--- config.mk ---
export PLATFORM = sky130hd
export DESIGN_NAME = braitenberg_sonar_wheel_speed_core_flat
export DESIGN_NICKNAME = d
export VERILOG_FILES = /design/src/hdl/bsws_pkg.sv /design/src/hdl/bsws_ifs.sv /design/src/hdl/braitenberg_sonar_wheel_speed_core.sv /design/src/flat_wrapper.sv
export SDC_FILE = /design/constraint.sdc
export NUM_CORES = 1
export LEC_CHECK = 0
export BUFFER_PORTS_ARGS = -buffer_cell sky130_fd_sc_hd__buf_2
export CORE_AREA = 10 10 228 187
export CTS_CLUSTER_SIZE = 40
export DETAILED_ROUTE_END_ITERATION = 8
export DIE_AREA = 0 0 238 197
export HOLD_SLACK_MARGIN = 0.05
export PLACE_DENSITY = 0.66
export SLEW_MARGIN = 20
export SYNTH_ARGS = -nofsm -noshare
export SYNTH_HDL_FRONTEND = slang
export SYNTH_SLANG_ARGS = --single-unit
--- constraint.sdc ---
create_clock -name clk -period 7.9 [get_ports clk]
set_input_delay 1.185 -clock clk [delete_from_list [all_inputs] [get_ports clk]]
set_output_delay 1.185 -clock clk [all_outputs]
set_load 0.05 [all_outputs]
--- src/hdl/bsws_pkg.sv ---
package bsws_pkg;

  localparam int SENSOR_COUNT_DEF  = 16;
  localparam int FRACTION_BITS_DEF = 12;

  localparam int IDX_W     = 4;
  localparam int DIST_W    = 16;
  localparam int CFG_W     = 16;
  localparam int CFG_IDX_W = 2;
  localparam int SPEED_W   = 20;
  localparam int SUM_W     = 24;

  // register map
  localparam logic [CFG_IDX_W-1:0] CFG_BASE_SPEED  = 2'd0;
  localparam logic [CFG_IDX_W-1:0] CFG_NEAR_LIMIT  = 2'd1;
  localparam logic [CFG_IDX_W-1:0] CFG_FAR_LIMIT   = 2'd2;
  localparam logic [CFG_IDX_W-1:0] CFG_RANGE_SCALE = 2'd3;

  localparam logic [CFG_W-1:0] BASE_SPEED_RST  = 16'd8192;
  localparam logic [CFG_W-1:0] NEAR_LIMIT_RST  = 16'd819;
  localparam logic [CFG_W-1:0] FAR_LIMIT_RST   = 16'd2048;
  localparam logic [CFG_W-1:0] RANGE_SCALE_RST = 16'd13653;

  // sonars that carry a weight, in tenths
  localparam int WEIGHTED_SONARS = 8;
  localparam int LEFT_TENTHS  [WEIGHTED_SONARS] = '{2, 4, 6, 8, 10, 12, 14, 16};
  localparam int RIGHT_TENTHS [WEIGHTED_SONARS] = '{16, 14, 12, 10, 8, 6, 4, 2};

  typedef enum logic [2:0] {
    ST_IDLE,
    ST_RANGE,
    ST_STRENGTH,
    ST_WEIGHT,
    ST_ROUND,
    ST_ACCUM,
    ST_EMIT
  } state_t;

  // weight magnitude in fixed point, rounded to nearest; used on constants only
  function automatic int weight_mag(input int tenths, input int fb);
    return ((tenths << fb) + 5) / 10;
  endfunction

endpackage

--- src/hdl/bsws_ifs.sv ---
interface bsws_in_if;
  import bsws_pkg::*;
  logic                valid;
  logic                ready;
  logic [IDX_W-1:0]    sensor_index;
  logic                echo_valid;
  logic [DIST_W-1:0]   distance;

  modport source (output valid, sensor_index, echo_valid, distance, input ready);
  modport sink   (input valid, sensor_index, echo_valid, distance, output ready);
endinterface

interface bsws_out_if;
  import bsws_pkg::*;
  logic                      valid;
  logic                      ready;
  logic signed [SPEED_W-1:0] left_speed;
  logic signed [SPEED_W-1:0] right_speed;
  logic                      speed_saturated;

  modport source (output valid, left_speed, right_speed, speed_saturated, input ready);
  modport sink   (input valid, left_speed, right_speed, speed_saturated, output ready);
endinterface

interface bsws_cfg_if;
  import bsws_pkg::*;
  logic                 valid;
  logic                 ready;
  logic [CFG_IDX_W-1:0] index;
  logic [CFG_W-1:0]     data;

  modport source (output valid, index, data, input ready);
  modport sink   (input valid, index, data, output ready);
endinterface

--- src/hdl/braitenberg_sonar_wheel_speed_core.sv ---
// Braitenberg wheel speed core for a ring of sonars.
// sonar: one reading per request (sensor index, echo flag, distance in Q4.12 m).
// wheel: one request per scan, issued after the reading with the last index,
//   carrying the two saturated Q7.12 wheel speeds and a clip flag.
// cfg: register writes (base speed, near limit, far limit, range scale),
//   always ready; write only while no reading is in flight.
// Steps: a reading that sees an obstacle passes the range, strength, weight,
//   round and accumulate steps before the next reading can be taken. The
//   range and weight steps drive the two 2-bit-per-cycle serial multipliers,
//   W bits wide, W being the wider of 16 and FRACTION_BITS+1, first over
//   the range product and then over both weight products. A reading that
//   adds nothing goes straight to the accumulate step. The last reading of
//   a scan then loads the result register in the emit step.
// A finished result sits in the wheel register; further readings are still
//   taken while it waits, and only the next last-index reading holds until the
//   receiver takes the previous result.
// Reset clears both sums, drops wheel.valid and loads the default registers.
module braitenberg_sonar_wheel_speed_core #(
  parameter int SENSOR_COUNT  = bsws_pkg::SENSOR_COUNT_DEF,
  parameter int FRACTION_BITS = bsws_pkg::FRACTION_BITS_DEF
) (
  input logic         clk,
  input logic         rst,
  bsws_cfg_if.sink    cfg,
  bsws_in_if.sink     sonar,
  bsws_out_if.source  wheel
);
  import bsws_pkg::*;

  localparam int MW = (FRACTION_BITS + 1 > DIST_W) ? FRACTION_BITS + 1 : DIST_W;
  localparam int ND = (MW + 1) / 2;
  localparam int MP = 2 * ND;
  localparam int PW = MW + MP;
  localparam int CW = $clog2(ND);
  localparam int LAST_IDX = (SENSOR_COUNT - 1 > 15) ? 15 : SENSOR_COUNT - 1;
  localparam int WSEL_W = $clog2(WEIGHTED_SONARS);
  localparam logic [PW:0] ONE  = (PW + 1)'(1) << FRACTION_BITS;
  localparam logic [PW:0] HALF = (PW + 1)'(1) << (FRACTION_BITS - 1);

  // one radix-4 step of a right-shifting multiplier
  function automatic logic [PW-1:0] mul_step(input logic [PW-1:0] p, input logic [MW-1:0] x);
    logic [MW+1:0] acc;
    acc = (MW + 2)'(p[PW-1:MP]) + (p[0] ? (MW + 2)'(x) : '0)
          + (p[1] ? {1'b0, x, 1'b0} : '0);
    return {acc, p[MP-1:2]};
  endfunction

  // subtract a contribution, clamp at the negative end
  function automatic logic [SUM_W-1:0] sum_sub(input logic [SUM_W-1:0] s,
                                               input logic [MW-1:0] amt);
    logic [SUM_W:0] d;
    d = {s[SUM_W-1], s} - (SUM_W + 1)'(amt);
    return (d[SUM_W] != d[SUM_W-1]) ? {1'b1, {(SUM_W - 1){1'b0}}} : d[SUM_W-1:0];
  endfunction

  // base + sum, clip to the speed range; msb of the result is the clip flag
  function automatic logic [SPEED_W:0] speed_of(input logic [CFG_W-1:0] base,
                                                 input logic [SUM_W-1:0] s);
    logic [SUM_W:0]         v;
    logic [SUM_W-SPEED_W+1:0] top;
    v = {{(SUM_W + 1 - CFG_W){base[CFG_W-1]}}, base} + {s[SUM_W-1], s};
    top = v[SUM_W:SPEED_W-1];
    if ((&top) || !(|top)) begin
      return {1'b0, v[SPEED_W-1:0]};
    end
    return {1'b1, v[SUM_W], {(SPEED_W - 1){~v[SUM_W]}}};
  endfunction

  state_t state, state_next;

  logic [CFG_W-1:0] base_speed, near_limit, far_limit, range_scale;
  logic [SUM_W-1:0] left_sum, right_sum;
  logic [PW-1:0]    pa, pb;
  logic [MW-1:0]    xa, xb;
  logic [MW-1:0]    left_amt, right_amt;
  logic [CW-1:0]    cnt;
  logic [WSEL_W-1:0] weight_sel;
  logic             last;
  logic             out_valid;
  logic signed [SPEED_W-1:0] out_left, out_right;
  logic             out_sat;

  logic             in_ready, range_step, strength_load, weight_step;
  logic             round_load, accum_en, emit_load;
  logic             accept, out_free, cnt_done;
  logic             in_range, contrib, is_last;
  logic [DIST_W-1:0] diff;
  logic [PW:0]      ra_shift, rb_shift;
  logic [MW-1:0]    strength;
  logic [SPEED_W:0] left_res, right_res;
  logic [MW-1:0]    weight_left  [WEIGHTED_SONARS];
  logic [MW-1:0]    weight_right [WEIGHTED_SONARS];

  for (genvar g = 0; g < WEIGHTED_SONARS; g++) begin : g_weight
    assign weight_left[g]  = MW'(weight_mag(LEFT_TENTHS[g], FRACTION_BITS));
    assign weight_right[g] = MW'(weight_mag(RIGHT_TENTHS[g], FRACTION_BITS));
  end

  assign accept   = sonar.valid && in_ready;
  assign out_free = !out_valid || wheel.ready;
  assign cnt_done = (cnt == CW'(ND - 1));

  assign in_range = (6'(sonar.sensor_index) < 6'(SENSOR_COUNT));
  assign is_last  = in_range && (sonar.sensor_index == IDX_W'(LAST_IDX));
  assign contrib  = in_range && sonar.echo_valid && (sonar.distance < far_limit)
                    && (sonar.sensor_index < IDX_W'(WEIGHTED_SONARS));
  assign diff     = (sonar.distance < near_limit) ? '0 : sonar.distance - near_limit;

  // rounded, scaled products
  assign ra_shift = ({1'b0, pa} + HALF) >> FRACTION_BITS;
  assign rb_shift = ({1'b0, pb} + HALF) >> FRACTION_BITS;
  assign strength = (ra_shift > ONE) ? '0 : MW'(ONE - ra_shift);

  assign left_res  = speed_of(base_speed, left_sum);
  assign right_res = speed_of(base_speed, right_sum);

  always_comb begin
    state_next = state;
    case (state)
      ST_IDLE: begin
        if (accept) begin
          state_next = contrib ? ST_RANGE : ST_ACCUM;
        end
      end
      ST_RANGE: begin
        if (cnt_done) begin
          state_next = ST_STRENGTH;
        end
      end
      ST_STRENGTH: state_next = ST_WEIGHT;
      ST_WEIGHT: begin
        if (cnt_done) begin
          state_next = ST_ROUND;
        end
      end
      ST_ROUND: state_next = ST_ACCUM;
      ST_ACCUM: state_next = last ? ST_EMIT : ST_IDLE;
      ST_EMIT: begin
        if (out_free) begin
          state_next = ST_IDLE;
        end
      end
      default: state_next = ST_IDLE;
    endcase
  end

  always_comb begin
    in_ready      = 1'b0;
    range_step    = 1'b0;
    strength_load = 1'b0;
    weight_step   = 1'b0;
    round_load    = 1'b0;
    accum_en      = 1'b0;
    emit_load     = 1'b0;
    case (state)
      ST_IDLE:     in_ready = 1'b1;
      ST_RANGE:    range_step = 1'b1;
      ST_STRENGTH: strength_load = 1'b1;
      ST_WEIGHT:   weight_step = 1'b1;
      ST_ROUND:    round_load = 1'b1;
      ST_ACCUM:    accum_en = 1'b1;
      ST_EMIT:     emit_load = out_free;
      default: begin
      end
    endcase
  end

  always_ff @(posedge clk) begin
    if (rst) begin
      state       <= ST_IDLE;
      cnt         <= '0;
      left_sum    <= '0;
      right_sum   <= '0;
      out_valid   <= 1'b0;
      base_speed  <= BASE_SPEED_RST;
      near_limit  <= NEAR_LIMIT_RST;
      far_limit   <= FAR_LIMIT_RST;
      range_scale <= RANGE_SCALE_RST;
    end else begin
      state <= state_next;
      cnt   <= (range_step || weight_step) && !cnt_done ? cnt + CW'(1) : '0;

      if (cfg.valid) begin
        case (cfg.index)
          CFG_BASE_SPEED:  base_speed  <= cfg.data;
          CFG_NEAR_LIMIT:  near_limit  <= cfg.data;
          CFG_FAR_LIMIT:   far_limit   <= cfg.data;
          CFG_RANGE_SCALE: range_scale <= cfg.data;
          default: begin
          end
        endcase
      end

      if (accum_en) begin
        left_sum  <= sum_sub(left_sum, left_amt);
        right_sum <= sum_sub(right_sum, right_amt);
      end else if (emit_load) begin
        left_sum  <= '0;
        right_sum <= '0;
      end

      if (emit_load) begin
        out_valid <= 1'b1;
      end else if (wheel.ready) begin
        out_valid <= 1'b0;
      end
    end
  end

  // datapath
  always_ff @(posedge clk) begin
    if (accept) begin
      xa         <= MW'(diff);
      pa         <= {{MW{1'b0}}, MP'(range_scale)};
      weight_sel <= sonar.sensor_index[WSEL_W-1:0];
      last       <= is_last;
      left_amt   <= '0;
      right_amt  <= '0;
    end
    if (range_step || weight_step) begin
      pa <= mul_step(pa, xa);
      pb <= mul_step(pb, xb);
    end
    if (strength_load) begin
      xa <= weight_left[weight_sel];
      xb <= weight_right[weight_sel];
      pa <= {{MW{1'b0}}, MP'(strength)};
      pb <= {{MW{1'b0}}, MP'(strength)};
    end
    if (round_load) begin
      left_amt  <= MW'(ra_shift);
      right_amt <= MW'(rb_shift);
    end
    if (emit_load) begin
      out_left  <= left_res[SPEED_W-1:0];
      out_right <= right_res[SPEED_W-1:0];
      out_sat   <= left_res[SPEED_W] || right_res[SPEED_W];
    end
  end

  assign sonar.ready           = in_ready;
  assign cfg.ready             = 1'b1;
  assign wheel.valid           = out_valid;
  assign wheel.left_speed      = out_left;
  assign wheel.right_speed     = out_right;
  assign wheel.speed_saturated = out_sat;

  a_result_from_emit: assert property (@(posedge clk) disable iff (rst)
    $rose(out_valid) |-> $past(state == ST_EMIT))
    else $error("result appeared outside the emit step");

  a_sums_restart: assert property (@(posedge clk) disable iff (rst)
    emit_load |=> (left_sum == '0 && right_sum == '0))
    else $error("sums not cleared after a result");

  a_sums_not_positive: assert property (@(posedge clk) disable iff (rst)
    (left_sum[SUM_W-1] || left_sum == '0) && (right_sum[SUM_W-1] || right_sum == '0))
    else $error("a sum went positive");

  a_strength_bound: assert property (@(posedge clk) disable iff (rst)
    (state == ST_STRENGTH) |-> ((PW + 1)'(strength) <= ONE))
    else $error("strength above one");

endmodule

--- src/flat_wrapper.sv ---
// flat-port wrapper written by rule: the top's interface ports become plain ports
module braitenberg_sonar_wheel_speed_core_flat import bsws_pkg::*;
#(
  parameter int SENSOR_COUNT  = bsws_pkg::SENSOR_COUNT_DEF,
  parameter int FRACTION_BITS = bsws_pkg::FRACTION_BITS_DEF
)
  (clk, rst, cfg_valid, cfg_index, cfg_data, cfg_ready, sonar_valid, sonar_sensor_index, sonar_echo_valid, sonar_distance, sonar_ready, wheel_valid, wheel_left_speed, wheel_right_speed, wheel_speed_saturated, wheel_ready);
  bsws_cfg_if cfg_i ();
  bsws_in_if sonar_i ();
  bsws_out_if wheel_i ();
  input logic clk;
  input logic rst;
  input wire logic [$bits(cfg_i.valid)-1:0] cfg_valid;
  input wire logic [$bits(cfg_i.index)-1:0] cfg_index;
  input wire logic [$bits(cfg_i.data)-1:0] cfg_data;
  output wire logic [$bits(cfg_i.ready)-1:0] cfg_ready;
  input wire logic [$bits(sonar_i.valid)-1:0] sonar_valid;
  input wire logic [$bits(sonar_i.sensor_index)-1:0] sonar_sensor_index;
  input wire logic [$bits(sonar_i.echo_valid)-1:0] sonar_echo_valid;
  input wire logic [$bits(sonar_i.distance)-1:0] sonar_distance;
  output wire logic [$bits(sonar_i.ready)-1:0] sonar_ready;
  output wire logic [$bits(wheel_i.valid)-1:0] wheel_valid;
  output wire logic [$bits(wheel_i.left_speed)-1:0] wheel_left_speed;
  output wire logic [$bits(wheel_i.right_speed)-1:0] wheel_right_speed;
  output wire logic [$bits(wheel_i.speed_saturated)-1:0] wheel_speed_saturated;
  input wire logic [$bits(wheel_i.ready)-1:0] wheel_ready;
  assign cfg_i.valid = cfg_valid;
  assign cfg_i.index = cfg_index;
  assign cfg_i.data = cfg_data;
  assign cfg_ready = cfg_i.ready;
  assign sonar_i.valid = sonar_valid;
  assign sonar_i.sensor_index = sonar_sensor_index;
  assign sonar_i.echo_valid = sonar_echo_valid;
  assign sonar_i.distance = sonar_distance;
  assign sonar_ready = sonar_i.ready;
  assign wheel_valid = wheel_i.valid;
  assign wheel_left_speed = wheel_i.left_speed;
  assign wheel_right_speed = wheel_i.right_speed;
  assign wheel_speed_saturated = wheel_i.speed_saturated;
  assign wheel_i.ready = wheel_ready;
  braitenberg_sonar_wheel_speed_core #(.SENSOR_COUNT(SENSOR_COUNT), .FRACTION_BITS(FRACTION_BITS)) u_core (.clk(clk), .rst(rst), .cfg(cfg_i), .sonar(sonar_i), .wheel(wheel_i));
endmodule
== Word level (Yosys, flattened, before mapping) ==
Memory sizes are Yosys's and may differ from the RTL's. A register that Yosys moved wholly into a read port is not among the register bits.
Index checks and enable logic that the tools add are counted.
Word-level totals
  latch bits: 0
  bits in read-only memories: 256
  memories: 2
  register bits: 276
  input bits: 44
  bits in writable memories: 0
Memories
  (name not given): words 8, bits a word 16, rd ports 1, clocked after Yosys merged registers in 0, wr ports 0, line braitenberg_sonar_wheel_speed_core.sv:225  | xa <= weight_left[weight_sel];
  (name not given): words 8, bits a word 16, rd ports 1, clocked after Yosys merged registers in 1, wr ports 0, line braitenberg_sonar_wheel_speed_core.sv:226  | xb <= weight_right[weight_sel];
Cells by class
  reductions and logical operators: 32
  equal/unequal tests: 17
  bitwise logic cells: 4
  $lt $le $gt $ge: 5
  add/sub/neg operators: 13
  div/mod/pow operators: 0
  mux-type cells: 45
  multipliers: 0
  shift operators: 0
Operators with widths (count)
  $mux W16: 14
  $mux W24: 5
  $mux W21: 4
  $mux W32: 2
  $add A16 B24 Y25: 2
  $sub A24 B17 Y25: 2
  $mux W17: 2
  $add A32 B12 Y33 const B: 1
  $lt A16 B16 Y1: 2
  $add A28 B12 Y28 const B: 1
  $gt A21 B13 Y1 const B: 1
  $pmux W3 S7: 1
  $add A16 B18 Y18: 1
  $add A17 B17 Y18: 1
  $add A18 B18 Y18: 1
  $mux W3: 6
  $add A16 B16 Y17: 1
  $sub A13 B16 Y16 const A: 1
  $sub A16 B16 Y16: 1
  $eq A3 B3 Y1 const B: 4
  $reduce_and A6 Y1: 2
  $reduce_bool A2 Y1: 6
  $reduce_or A6 Y1: 2
  $mux W1: 11
  other kinds (21): 42

== Depth between registers and ports, before layout ==
Gate-level depths: netlist (run 1).
  depth after elaboration: 7
  mapped depth: 19
  depth with buffers taken out: 19

== Worst setup path after synthesis (run 1) ==
No wires, ideal clock.
  path kind: reg-to-reg
  start: reg u_core.left_sum[0]
  end: reg u_core.left_sum[2]
  cell stages (with the launch flop): 20
  arrival time: 4.165 ns
  setup slack: 3.670 ns
  cell sequence: dfxtp_1 -> inv_1 -> ha_1 -> inv_1 -> fa_1 -> a21o_1 -> a21o_1 -> a2111o_1 -> a41o_1 -> a2111oi_2 -> o31ai_1 -> a21oi_2 -> nand4b_1 -> nor2_1 -> nor2_1 -> ha_1 -> nor2_1 -> clkbuf_1 -> a22oi_1 -> nor2_1
On the way
  word-level cells in the longest chain between the ends: 4
RTL lines
  from (decl): line braitenberg_sonar_wheel_speed_core.sv:72  | logic [SUM_W-1:0] left_sum, right_sum;
  from (signal assigned): line braitenberg_sonar_wheel_speed_core.sv:195  | left_sum <= sum_sub(left_sum, left_amt);
  $sub A24 B17 Y25 (*): line braitenberg_sonar_wheel_speed_core.sv:52  | d = {s[SUM_W-1], s} - (SUM_W + 1)'(amt);
  $ne A1 B1 Y1: line braitenberg_sonar_wheel_speed_core.sv:53  | return (d[SUM_W] != d[SUM_W-1]) ? {1'b1, {(SUM_W - 1){1'b0}}} : d[SUM_W-1:0];
  $mux W24 (*): line braitenberg_sonar_wheel_speed_core.sv:53
  $mux W24 (*): line braitenberg_sonar_wheel_speed_core.sv:194  | if (accum_en) begin
Mark *: on every way between the ends. The rest lies on a longest branch, timed or not.
A chain may end at the register's enable or synchronous reset.

== Worst setup path after layout (run 1) ==
  start: reg u_core.left_sum[0]
  end: reg u_core.left_sum[21]
Same word-level chain as after synthesis.

==> results of run 1 <==
[layout make-up]
class	instances	area [um2]
Tap cell	495	619
Multi-Input combinational cell	1617	10800
Inverter	195	732
Clock buffer	44	933
Timing Repair Buffer	97	513
Fill cell	3500	17200
Sequential cell	281	6950
Clock inverter	14	153
[through the flow]
| step | total power, mW | hold WS [ns] | cells | setup slack, ns | utilization, % |
|---|---|---|---|---|---|
| after global routing | 5.51 | 0.466 | 2743 | 2.65 | 54.5 |
| after CTS | 5.18 | 0.455 | 2743 | 2.84 | 54.5 |
| after global placement | 3.58 | 0.421 | 2685 | 2.91 | 51.7 |
| final | 5.18 | 0.454 | 2743 | 3.00 | 54.5 |
| after floorplan | 3.23 | 0.408 | 2167 | 3.67 | - |
| after detailed placement | 3.63 | 0.429 | 2685 | 2.89 | 51.7 |
[cells in the final DEF (no fill, tap or decap), drive strengths merged, types with 11 or more instances in the layout]
cell type,instances
xnor2,87
and3,19
nor3,45
dfxtp,149
inv,198
fa,34
nor2b,23
a31oi,20
o21ai,106
nand3b,17
clkbuf,44
a21oi,192
o21a,14
nand3,53
buf,97
nand2b,32
a22oi,40
ha,156
nand2,323
and2,12
nor2,158
a211oi,12
a21o,52
or3,11
edfxtp,132
xor2,55
[synth_stat cells (11+ instances only)]
cell      instances
nand2_1         322
inv_1           194
a21oi_1         191
nor2_1          158
ha_1            156
dfxtp_1         149
edfxtp_1        132
o21ai_0          96
xnor2_1          87
clkbuf_1         65
xor2_1           55
nand3_1          53
a21o_1           52
nor3_1           44
a22oi_1          40
fa_1             34
nand2b_1         32
nor2b_1          23
a31oi_1          20
and3_1           19
nand3b_1         17
o21a_1           14
and2_1           12
or3_1            11
[logic make-up (layout without fill, tap and decap cells)]
kind of cell	Yosys count	count (layout)	synth area share, %
flip-flops	281	281	37.1
other	1	1	0.0200
XOR/XNOR	142	142	6.64
buffers and inverters	269	350	5.49
multiplexers	11	11	0.628
AND/OR/NAND/NOR	737	737	18.0
AO/OA/AOI/OAI	536	536	18.1
adder cells (fa/ha/maj)	190	190	14.1
[power groups by stage]
stage / Sequential (mW) / Clock, mW / Combinational (mW)
after floorplan: 1.85 / 0 / 1.39
after global placement: 1.92 / 0 / 1.66
after detailed placement: 1.92 / 0 / 1.71
after CTS: 1.89 / 1.57 / 1.72
after global routing: 1.92 / 1.62 / 1.98
final: 1.89 / 1.55 / 1.73
[path summary, 6_finish.rpt]
| path | to | slack [ns] | depth (start not counted) |
|---|---|---|---|
| setup / recovery | u_core.left_sum[21] | 3.00 | 18 |
| hold / removal | u_core.near_limit[11] | 0.45 | 2 |
| setup reg to reg | u_core.left_sum[21] | 3.00 | 18 |
| hold reg to reg | u_core.near_limit[11] | 0.45 | 2 |
[sequential cells by signal, summed over array words and instances, names as in the netlist]
signal                        cells
u_core.pa                        32
u_core.pb                        30
u_core.left_sum                  24
u_core.right_sum                 24
u_core.wheel.left_speed          20
u_core.wheel.right_speed         20
u_core.base_speed                16
u_core.far_limit                 16
u_core.left_amt                  16
u_core.near_limit                16
u_core.range_scale               16
u_core.right_amt                 16
u_core.xa                        16
u_core.xb                         7
u_core.cnt                        3
u_core.state                      3
u_core.weight_sel                 3
u_core.last                       1
u_core.wheel.speed_saturated      1
u_core.wheel.valid                1
[layer usage]
layer	global-route usage [%]	vias up
met5	0	-
met4	4.34	0
met3	3.33	63
met2	31.9	410
met1	29.0	7403
li1	-	7688
[tightest hold or removal path, delay by kind of cell (launching register included)]
family / cells / cell delay (ns)
compound gates: 1 / 0.05
flops: 1 / 0.31
simple gates: 1 / 0.05
==> metrics.md, run 1 <==
| Metric | Value |
|---|---|
| Vias in the first global route | 15,100 |
| Critical path startpoint category | flop |
| Slew Limit Headroom | 30.6% |
| Register share of total power | 36.6% |
| Met3 routed WL | 3.18 mm |
| Worst-margin pin slew | 1.04 ns |
| First-pass GRT wire length | 78.5 mm |
| Detailed-route vias per instance | 5.67 |
| Cts hold-fix bufs | 0 |
| Design Area, Final | 20,700 um2 |
| Synth area leader | edfxtp_1 |
| CTS Buf Count | 31 |
| # DRC | 0 |
| Total GRT Usage | 20.4% |
| CP Max Fanout | 17 |
| CP startpoint | u_core.left_sum[0] |
| CTS tree | done |
| DP Wirelength | 37.3 mm |
| Worst Path Buf+Inv | 2 |
| Worst Hold Launch | u_core.near_limit[11] |
| Clock Skews | 0.0153 ns |
| Yosys cell types | 83 |
| H-tree levels | 1 |
| Wire length on met2 | 21.1 mm |
| Delay of the slowest critical-path stage | 0.59 ns |
| Final #Nets | 2,457 |
| Antenna violations before repair | 0 |
| Top routing layer in use | met4 |
| Postcts setup bufs | 0 |
| Leak Pwr | 9.09 nW |
| Top cell type's share of synthesized area | 21.2% |
| Maximum root-to-sink buffer count | 3 |
| Worst-skew pair later-pin latency | 0.59 ns |
| Fraction of layout cells with a size suffix above 1 | 8.23% |
| Sw Ratio | 35.0% |
| Main flop type after synthesis | dfxtp_1 |
| Row count | 64 |
| WL per Instance | 17.7 um |
| Critical Path AT | 5.38 ns |
| Slew Limit Fails | 0 |
| Number of synthesized flops with an enable pin | 132 |
| Period minus WS final | 4.90 ns |
| Die area | 46,900 um2 |
| Die height | 197 um |
| Synthesized cell area | 18,700 um2 |
| RSZ-0062 raised after global routing | false |
| Run status | finished, final reports clean |
| Clock slew at reported path FFs | 0.06 ns |
| Async set or reset register ratio after synthesis | 0% |
| Ranking of synthesized cells by area | edfxtp_1 21%, dfxtp_1 16%, ha_1 10% |
| Crit path max-delay cell type | nor2_2 |
| Sequential share of the synthesized area | 37.1% |
| Setup TNS Final | 0 ns |
| Clock power frac | 29.9% |
| Starting Density | 49.4% |
| DRT antenna net count | 0 |
| Post-CTS sizing | 0 |
| Global route total overflow | 0 |
| Psw | 1.81 mW |
| Placer Congestion | 0.892 |
| Combinational power share | 33.5% |
| Tcrit/Tclk final | 62.0% |
| Met1 wire length | 23.2 mm |
| # port buffers | 86 |
| Crit path cell chain | inv_1 -> ha_1 -> inv_1 -> fa_1 -> a21o_1 -> a21o_1 -> a2111o_1 -> a41o_1 -> a2111oi_2 -> o31ai_1 -> a21oi_2 -> nand4b_1 -> nor2_1 -> nor2_1 -> ha_1 -> nor2_2 -> a31oi_1 -> a311oi_1 |
| CP endpoint kind | flop |
| Chip width | 238 um |
| Gate count of the mapped netlist | 2,167 |
| Core Region | 37,900 um2 |
| Largest net degree at the start of global routing | 84 |
| Flops & latches, synth | 281 |
| Yosys warnings | 0 |
| Syn avg cell area | 8.64 um2 |
| Power Internal | 3.36 mW |
| Sink Count | 281 |
| CP Data Required Time | 8.38 ns |
| Pwr Density | 251 nW/um2 |
| RR Startpoint | u_core.left_sum[0] |
| Post-DP Area | 19,600 um2 |
| Starting DRT DRC Count | 1,366 |
| Area grow syn2layout | 10.3% |
| Max Freq | 204 MHz |
| # Max-Cap Violations | 0 |
| Final hold viol count | 0 |
| Peak VDD IR | 0.000159 V |
| Hold crit path type | flop to flop |
| Mapped Nets | 2,401 |
| Vias | 15,600 |
| First-pass DRT Iterations | 6 |
| CP Class | flop to flop |
| Antenna Cells | 0 |
| Final wirelength | 48.5 mm |
| CP delay by family, top | compound AO/OA/AOI/OAI gates |
| I/O pins | 88 |
| Setup violations, final | 0 |
| Clock root buffer | clkbuf_16 |
(Power assumes the default switching activity.)
==> inputs of run 2 (changes only) <==
--- a/config.mk
+++ b/config.mk
@@ -11,7 +11,7 @@
 export DETAILED_ROUTE_END_ITERATION = 8
 export DIE_AREA = 0 0 238 197
 export HOLD_SLACK_MARGIN = 0.05
-export PLACE_DENSITY = 0.66
+export PLACE_DENSITY = 0.69
 export SLEW_MARGIN = 20
 export SYNTH_ARGS = -nofsm -noshare
 export SYNTH_HDL_FRONTEND = slang
==> constraint.sdc (replaced) <==
create_clock -name clk -period 4.22 [get_ports clk]
set_input_delay 0.633 -clock clk [delete_from_list [all_inputs] [get_ports clk]]
set_output_delay 0.633 -clock clk [all_outputs]
set_load 0.05 [all_outputs]
==> run 2 against run 1 <==
Net effect: worst setup slack got worse by 2.9 ns; fmax is 20% higher; largest power group unchanged; hold slack got worse by 0.19 ns; largest cell class unchanged; clock skew increased by 0.011 ns; sequential share of layout area decreased by 0.53 points; clock power rose by 81%; critical endpoint is now u_core.left_sum[7]; register-to-register slack worse by 2.9 ns; highest routed layer unchanged; die area did not move.
==> metrics.md, run 2 (synthesis gave the netlist of run 1 again) <==
| Metric | Value |
|---|---|
| Combinational power share | 35.5% |
| Placer Congestion | 0.932 |
| Clock Skews | 0.0265 ns |
| Psw | 3.48 mW |
| Setup TNS Final | 0 ns |
| Area grow syn2layout | 12.1% |
| Tcrit/Tclk final | 96.9% |
| CP endpoint kind | flop |
| Clock root buffer | clkbuf_16 |
| RSZ-0062 raised after global routing | true |
| DRT antenna net count | 0 |
| Fillcell total | 3,432 |
| Top reg by flops | u_core.pa |
| First-pass GRT wire length | 77.5 mm |
| Run status | finished, final reports clean |
| Detailed-route vias per instance | 5.67 |
| CP Data Required Time | 4.67 ns |
| Largest net degree at the start of global routing | 81 |
| Maximum root-to-sink buffer count | 3 |
| Period minus WS final | 4.09 ns |
| Top flop regs | u_core.pa x32, u_core.pb x30 |
| Core Region | 37,900 um2 |
| Final hold viol count | 0 |
| DP Wirelength | 37.0 mm |
| Antenna Cells | 0 |
| Critical Path AT | 4.54 ns |
| Total GRT Usage | 20.1% |
| Final #Nets | 2,495 |
| Fraction of layout cells with a size suffix above 1 | 10.3% |
| Global route total overflow | 0 |
| Worst-skew pair later-pin latency | 0.60 ns |
| First-pass DRT Iterations | 5 |
| Hold crit path type | primary input to flop |
| Chip width | 238 um |
| Final wirelength | 48.0 mm |
| CP Class | flop to flop |
| Setup violations, final | 0 |
| Slew Limit Headroom | 27.0% |
| Vias | 15,800 |
| Worst Path Buf+Inv | 4 |
| CP Max Fanout | 11 |
| Die height | 197 um |
| # Max-Cap Violations | 0 |
| Power Total | 9.84 mW |
| Crit path max-delay cell type | a2111o_1 |
| CP delay by family, top | compound AO/OA/AOI/OAI gates |
| Peak VDD IR | 0.000303 V |
| CTS tree | done |
| Area of the multi-input gates | 10,800 um2 |
| H-tree levels | 1 |
| CTS Buf Count | 30 |
| Register share of total power | 36.0% |
| Power Internal | 6.36 mW |
| Max reg flops | 32 |
| Clock power frac | 28.5% |
| Starting Density | 49.4% |
| Critical path startpoint category | flop |
| # DRC | 0 |
| Most frequent cells in the layout | 322 x nand2_1, 192 x inv_1, 189 x a21oi_1 |
| Die area | 46,900 um2 |
| Clock slew at reported path FFs | 0.07 ns |
| Max Freq | 244 MHz |
| Crit path cell chain | inv_2 -> ha_4 -> inv_2 -> fa_2 -> a21o_1 -> a21o_1 -> a2111o_1 -> a41o_1 -> a2111oi_4 -> o31ai_2 -> a21oi_2 -> nand4b_1 -> nor2_2 -> nor2_1 -> ha_1 -> buf_4 -> nor2_4 -> buf_6 -> a22oi_1 -> nor2_1 |
| Sw Ratio | 35.4% |
| Sink Count | 281 |
| Post-place setup slack | -0.168 ns |
| Slew Limit Fails | 0 |
| WL per Instance | 17.3 um |
| Antenna violations before repair | 0 |
| Storage element area | 6950 um2 |
| Final WS setup | 0.129 ns |
| Vias in the first global route | 15,300 |
| Pwr Density | 469 nW/um2 |
| Worst-margin pin slew | 1.09 ns |
| Commonest non-fill, non-tap cell in the layout | nand2_1 |
| Leak Pwr | 9.26 nW |
| Delay of the slowest critical-path stage | 0.42 ns |
| # port buffers | 86 |
| I/O pins | 88 |
| Starting DRT DRC Count | 1,051 |
| Row count | 64 |
-- run 2: cell types whose count changed in the layout (fill, tap and decap cells not counted), moves of 4 or more --
cell and change:
buf_4 +38, clkbuf_1 -4, clkinv_1 +4, clkinvlp_4 +4, o21ai_0 -5, o21ai_1 +4
-- run 2: metrics by stage --
stage / area [um2] / util, % / hold WS, ns / instances
floorplan: 18700 / - / 0.408 / 2167
global placement: 19800 / 52.2 / 0.417 / 2713
detailed placement: 19800 / 52.2 / 0.442 / 2713
CTS: 20900 / 55.3 / 0.235 / 2779
global route: 21000 / 55.4 / 0.236 / 2780
finish: 21000 / 55.4 / 0.259 / 2780
-- run 2: worst reg2reg max path, cell delays in order (launching register included) --
cell       delay, ns
dfxtp_2         0.32
inv_2           0.06
ha_4            0.13
inv_2           0.04
fa_2            0.35
a21o_1          0.19
a21o_1          0.16
a2111o_1        0.42
a41o_1          0.25
a2111oi_4       0.40
o31ai_2         0.16
a21oi_2         0.16
nand4b_1        0.15
nor2_2          0.14
nor2_1          0.05
ha_1            0.35
buf_4           0.16
nor2_4          0.05
buf_6           0.18
a22oi_1         0.16
nor2_1          0.06
-- run 2: path summary, 6_finish.rpt --
kind | startpoint | to | slack (ns) | cells past startpoint
setup / recovery | u_core.left_sum[0] | u_core.left_sum[7] | 0.13 | 20
hold / removal | sonar_sensor_index[2] | u_core.weight_sel[2] | 0.26 | 1
setup reg to reg | u_core.left_sum[0] | u_core.left_sum[7] | 0.13 | 20
hold reg to reg | u_core.cnt[0] | u_core.cnt[0] | 0.44 | 1
-- run 2: final cells by class --
cell class                      count  share of cell area, %
Timing Repair Buffer              136                   3.86
Multi-Input combinational cell   1617                   51.6
Clock inverter                     20                   1.00
Clock buffer                       36                   4.03
Inverter                          195                   3.49
Tap cell                          495                   2.95
Sequential cell                   281                   33.1
-- run 2: power groups by stage --
stage               clock network (mW)  logic [mW]  registers [mW]
floorplan                            0        2.60            3.45
global placement                     0        3.20            3.57
detailed placement                   0        3.28            3.58
CTS                               2.85        3.44            3.53
global route                      2.95        3.94            3.58
finish                            2.81        3.50            3.54
-- run 2: timing repair --
action	4_1_cts	5_1_grt
resized for setup	4	20
buffers inserted	10	2
setup endpoints to repair	20	31
pin swaps	3	15
hold buffers	0	0
-- run 2: per-layer routing --
layer | vias to the layer above | part of all wire, % | GRT usage, %
met5 | - | 0 | 0
met4 | 0 | 2.7 | 5.90
met3 | 79 | 6.0 | 3.40
met2 | 412 | 45 | 32.5
met1 | 7515 | 47 | 27.2
li1 | 7753 | - | -
==> inputs of run 3 (changes only) <==
--- a/config.mk
+++ b/config.mk
@@ -6,10 +6,10 @@
 export NUM_CORES = 1
 export LEC_CHECK = 0
 export BUFFER_PORTS_ARGS = -buffer_cell sky130_fd_sc_hd__buf_2
-export CORE_AREA = 10 10 228 187
+export CORE_AREA = 10 10 148 287
 export CTS_CLUSTER_SIZE = 40
 export DETAILED_ROUTE_END_ITERATION = 8
-export DIE_AREA = 0 0 238 197
+export DIE_AREA = 0 0 158 297
 export HOLD_SLACK_MARGIN = 0.05
 export PLACE_DENSITY = 0.69
 export SLEW_MARGIN = 20
==> run 3 against run 2 <==
Net effect: sequential share of layout area barely moved; power fell by 1.2%; critical endpoint is now u_core.left_sum[22]; critical path type unchanged; utilization rose by 0.068 points; highest routed layer unchanged; combinational power rose by 1%; clock-buffer cell count rose by 2; final cell count fell by 1.2%; final area fell by 0.12%; die area barely moved.
==> metrics.md, run 3 (synthesis gave the netlist of run 1 again) <==
| Metric | Value |
|---|---|
| H-tree levels | 1 |
| Peak VDD IR | 0.000315 V |
| First-pass DRT Iterations | 5 |
| Register share of total power | 36.4% |
| Cells after DPL | 2,683 |
| RSZ-0062 raised after global routing | true |
| Worst-skew pair later-pin latency | 0.57 ns |
| Post-place setup slack | -0.0851 ns |
| Run status | finished, final reports clean |
| Die area | 46,900 um2 |
| Crit path cell chain | inv_2 -> ha_4 -> inv_2 -> fa_2 -> a21o_1 -> a21o_1 -> a2111o_1 -> a41o_1 -> a2111oi_4 -> o31ai_2 -> a21oi_2 -> nand4b_1 -> nor2_2 -> nor2_2 -> ha_1 -> buf_6 -> nor3_2 -> buf_4 -> a21o_1 -> a22o_1 |
| # Max-Cap Violations | 0 |
| CP endpoint kind | flop |
| Row count | 101 |
| Detailed-route vias per instance | 5.76 |
| Psw | 3.43 mW |
| Leak Pwr | 9.25 nW |
| Combinational power share | 36.5% |
| Antenna violations before repair | 0 |
| CTS tree | done |
| # port buffers | 86 |
| CP most frequent cell | a21o_1 |
| Sink Count | 281 |
| Starting DRT DRC Count | 721 |
| CP Max Fanout | 6 |
| Placer Congestion | 0.956 |
| Post-Layout Cell Count | 2,748 |
| Slew Limit Fails | 0 |
| Starting Density | 49.6% |
| Worst-margin pin slew | 1.04 ns |
| Clock slew at reported path FFs | 0.07 ns |
| Commonest non-fill, non-tap cell in the layout | nand2_1 |
| Clock power frac | 27.1% |
| Critical path startpoint category | flop |
| DRT antenna net count | 0 |
| Crit path max-delay cell type | a2111oi_4 |
| Slew Limit Headroom | 30.3% |
| Sw Ratio | 35.2% |
| Final #Nets | 2,497 |
| Vias | 15,800 |
| Pwr Density | 464 nW/um2 |
| DP Wirelength | 41.0 mm |
| Max Freq | 245 MHz |
| Final WS setup | 0.138 ns |
| Tcrit/Tclk final | 96.7% |
| Final wirelength | 51.3 mm |
| Delay of the slowest critical-path stage | 0.42 ns |
| Fraction of layout cells with a size suffix above 1 | 10.8% |
| Setup violations, final | 0 |
| CP Class | flop to flop |
| Top flop regs | u_core.pa x32, u_core.pb x30 |
| CTS Buf Count | 27 |
| First-pass GRT wire length | 80.6 mm |
| Die height | 297 um |
| Chip width | 158 um |
| Area grow syn2layout | 12.0% |
| # DRC | 0 |
| Top reg by flops | u_core.pa |
| Hold crit path type | primary input to flop |
| Most frequent cells in the layout | 322 x nand2_1, 192 x inv_1, 189 x a21oi_1 |
| Power Total | 9.73 mW |
| Post-DP Area | 19,800 um2 |
| Final core occ | 55.5% |
| Power Internal | 6.30 mW |
| Clock Skews | 0.0160 ns |
| Vias in the first global route | 16,000 |
| Global route total overflow | 0 |
| Largest net degree at the start of global routing | 81 |
| Max reg flops | 32 |
| Final hold viol count | 0 |
| Design Area, Final | 21,000 um2 |
| Core Region | 37,800 um2 |
| Maximum root-to-sink buffer count | 3 |
| Total GRT Usage | 21.4% |
| WL per Instance | 18.7 um |
| Clock root buffer | clkbuf_16 |
| I/O pins | 88 |
| Period minus WS final | 4.08 ns |
| CP Data Required Time | 4.68 ns |
| Critical Path AT | 4.54 ns |
-- run 3: cell count changes in the layout (fill, tap and decap cells not counted), sizes merged --
cell and change:
buf +5, clkinv -4, clkbuf +2, clkinvlp -2, bufinv -1, diode +1, inv -1
-- run 3: area by class of cell --
| type | count | area [um2] |
|---|---|---|
| clock buffers | 38 | 841 |
| multi-input cells | 1617 | 10900 |
| repair buffers | 141 | 851 |
| diodes | 1 | 2.50 |
| flip-flops and latches | 281 | 6950 |
| clock inverters | 12 | 135 |
| well taps | 463 | 579 |
| fillers | 3413 | 16800 |
| inverters | 195 | 732 |
-- run 3: metrics by stage --
stage,TNS [ns],hold slack [ns]
floorplan,0,0.408
global placement,-0.0924,0.423
detailed placement,-1.05,0.439
CTS,0,0.238
global route,-0.216,0.247
finish,0,0.265
-- run 3: power groups by stage --
| stage | Sequential [mW] | Combinational [mW] | Clock [mW] |
|---|---|---|---|
| 2_1_floorplan | 3.45 | 2.60 | 0 |
| 3_3_place_gp | 3.58 | 3.24 | 0 |
| 6_report | 3.54 | 3.55 | 2.63 |
| 5_1_grt | 3.57 | 3.98 | 2.77 |
| 4_1_cts | 3.53 | 3.48 | 2.68 |
| 3_5_place_dp | 3.59 | 3.33 | 0 |
-- run 3: final timing paths --
check | start | end | slack, ns | cells past startpoint
worst min-delay path | sonar_sensor_index[2] | u_core.weight_sel[2] | 0.26 | 1
worst max register to register | u_core.left_sum[0] | u_core.left_sum[22] | 0.14 | 20
worst min register to register | u_core.cnt[0] | u_core.cnt[0] | 0.45 | 1
worst max-delay path | u_core.left_sum[0] | u_core.left_sum[22] | 0.14 | 20
-- run 3: worst max-delay path: cells and delay by family (launching register included) --
kind	cells	cell delay, ns
AO/OA/AOI/OAI	9	2.03
AND/OR/NAND/NOR	4	0.42
flip-flops	1	0.33
buffers and inverters	4	0.39
adder cells (fa/ha/maj)	3	0.79
-- run 3: timing repair --
item                                   4_1_cts  5_1_grt
setup buffers                               11        5
hold buffers                                 0        0
setup endpoints to repair                   21       31
gates resized for setup                      3       31
cloned                                       0        0
endpoints found under the hold margin        0        0
pin swaps                                    3       19
-- run 3: per-layer routing --
metal | GRT usage, % | up-vias | share of wire, %
met5 | 0 | - | 0
met4 | 15.7 | 0 | 7.8
met3 | 2.30 | 141 | 3.3
met2 | 41.1 | 337 | 55
met1 | 19.7 | 7594 | 34
li1 | - | 7746 | -
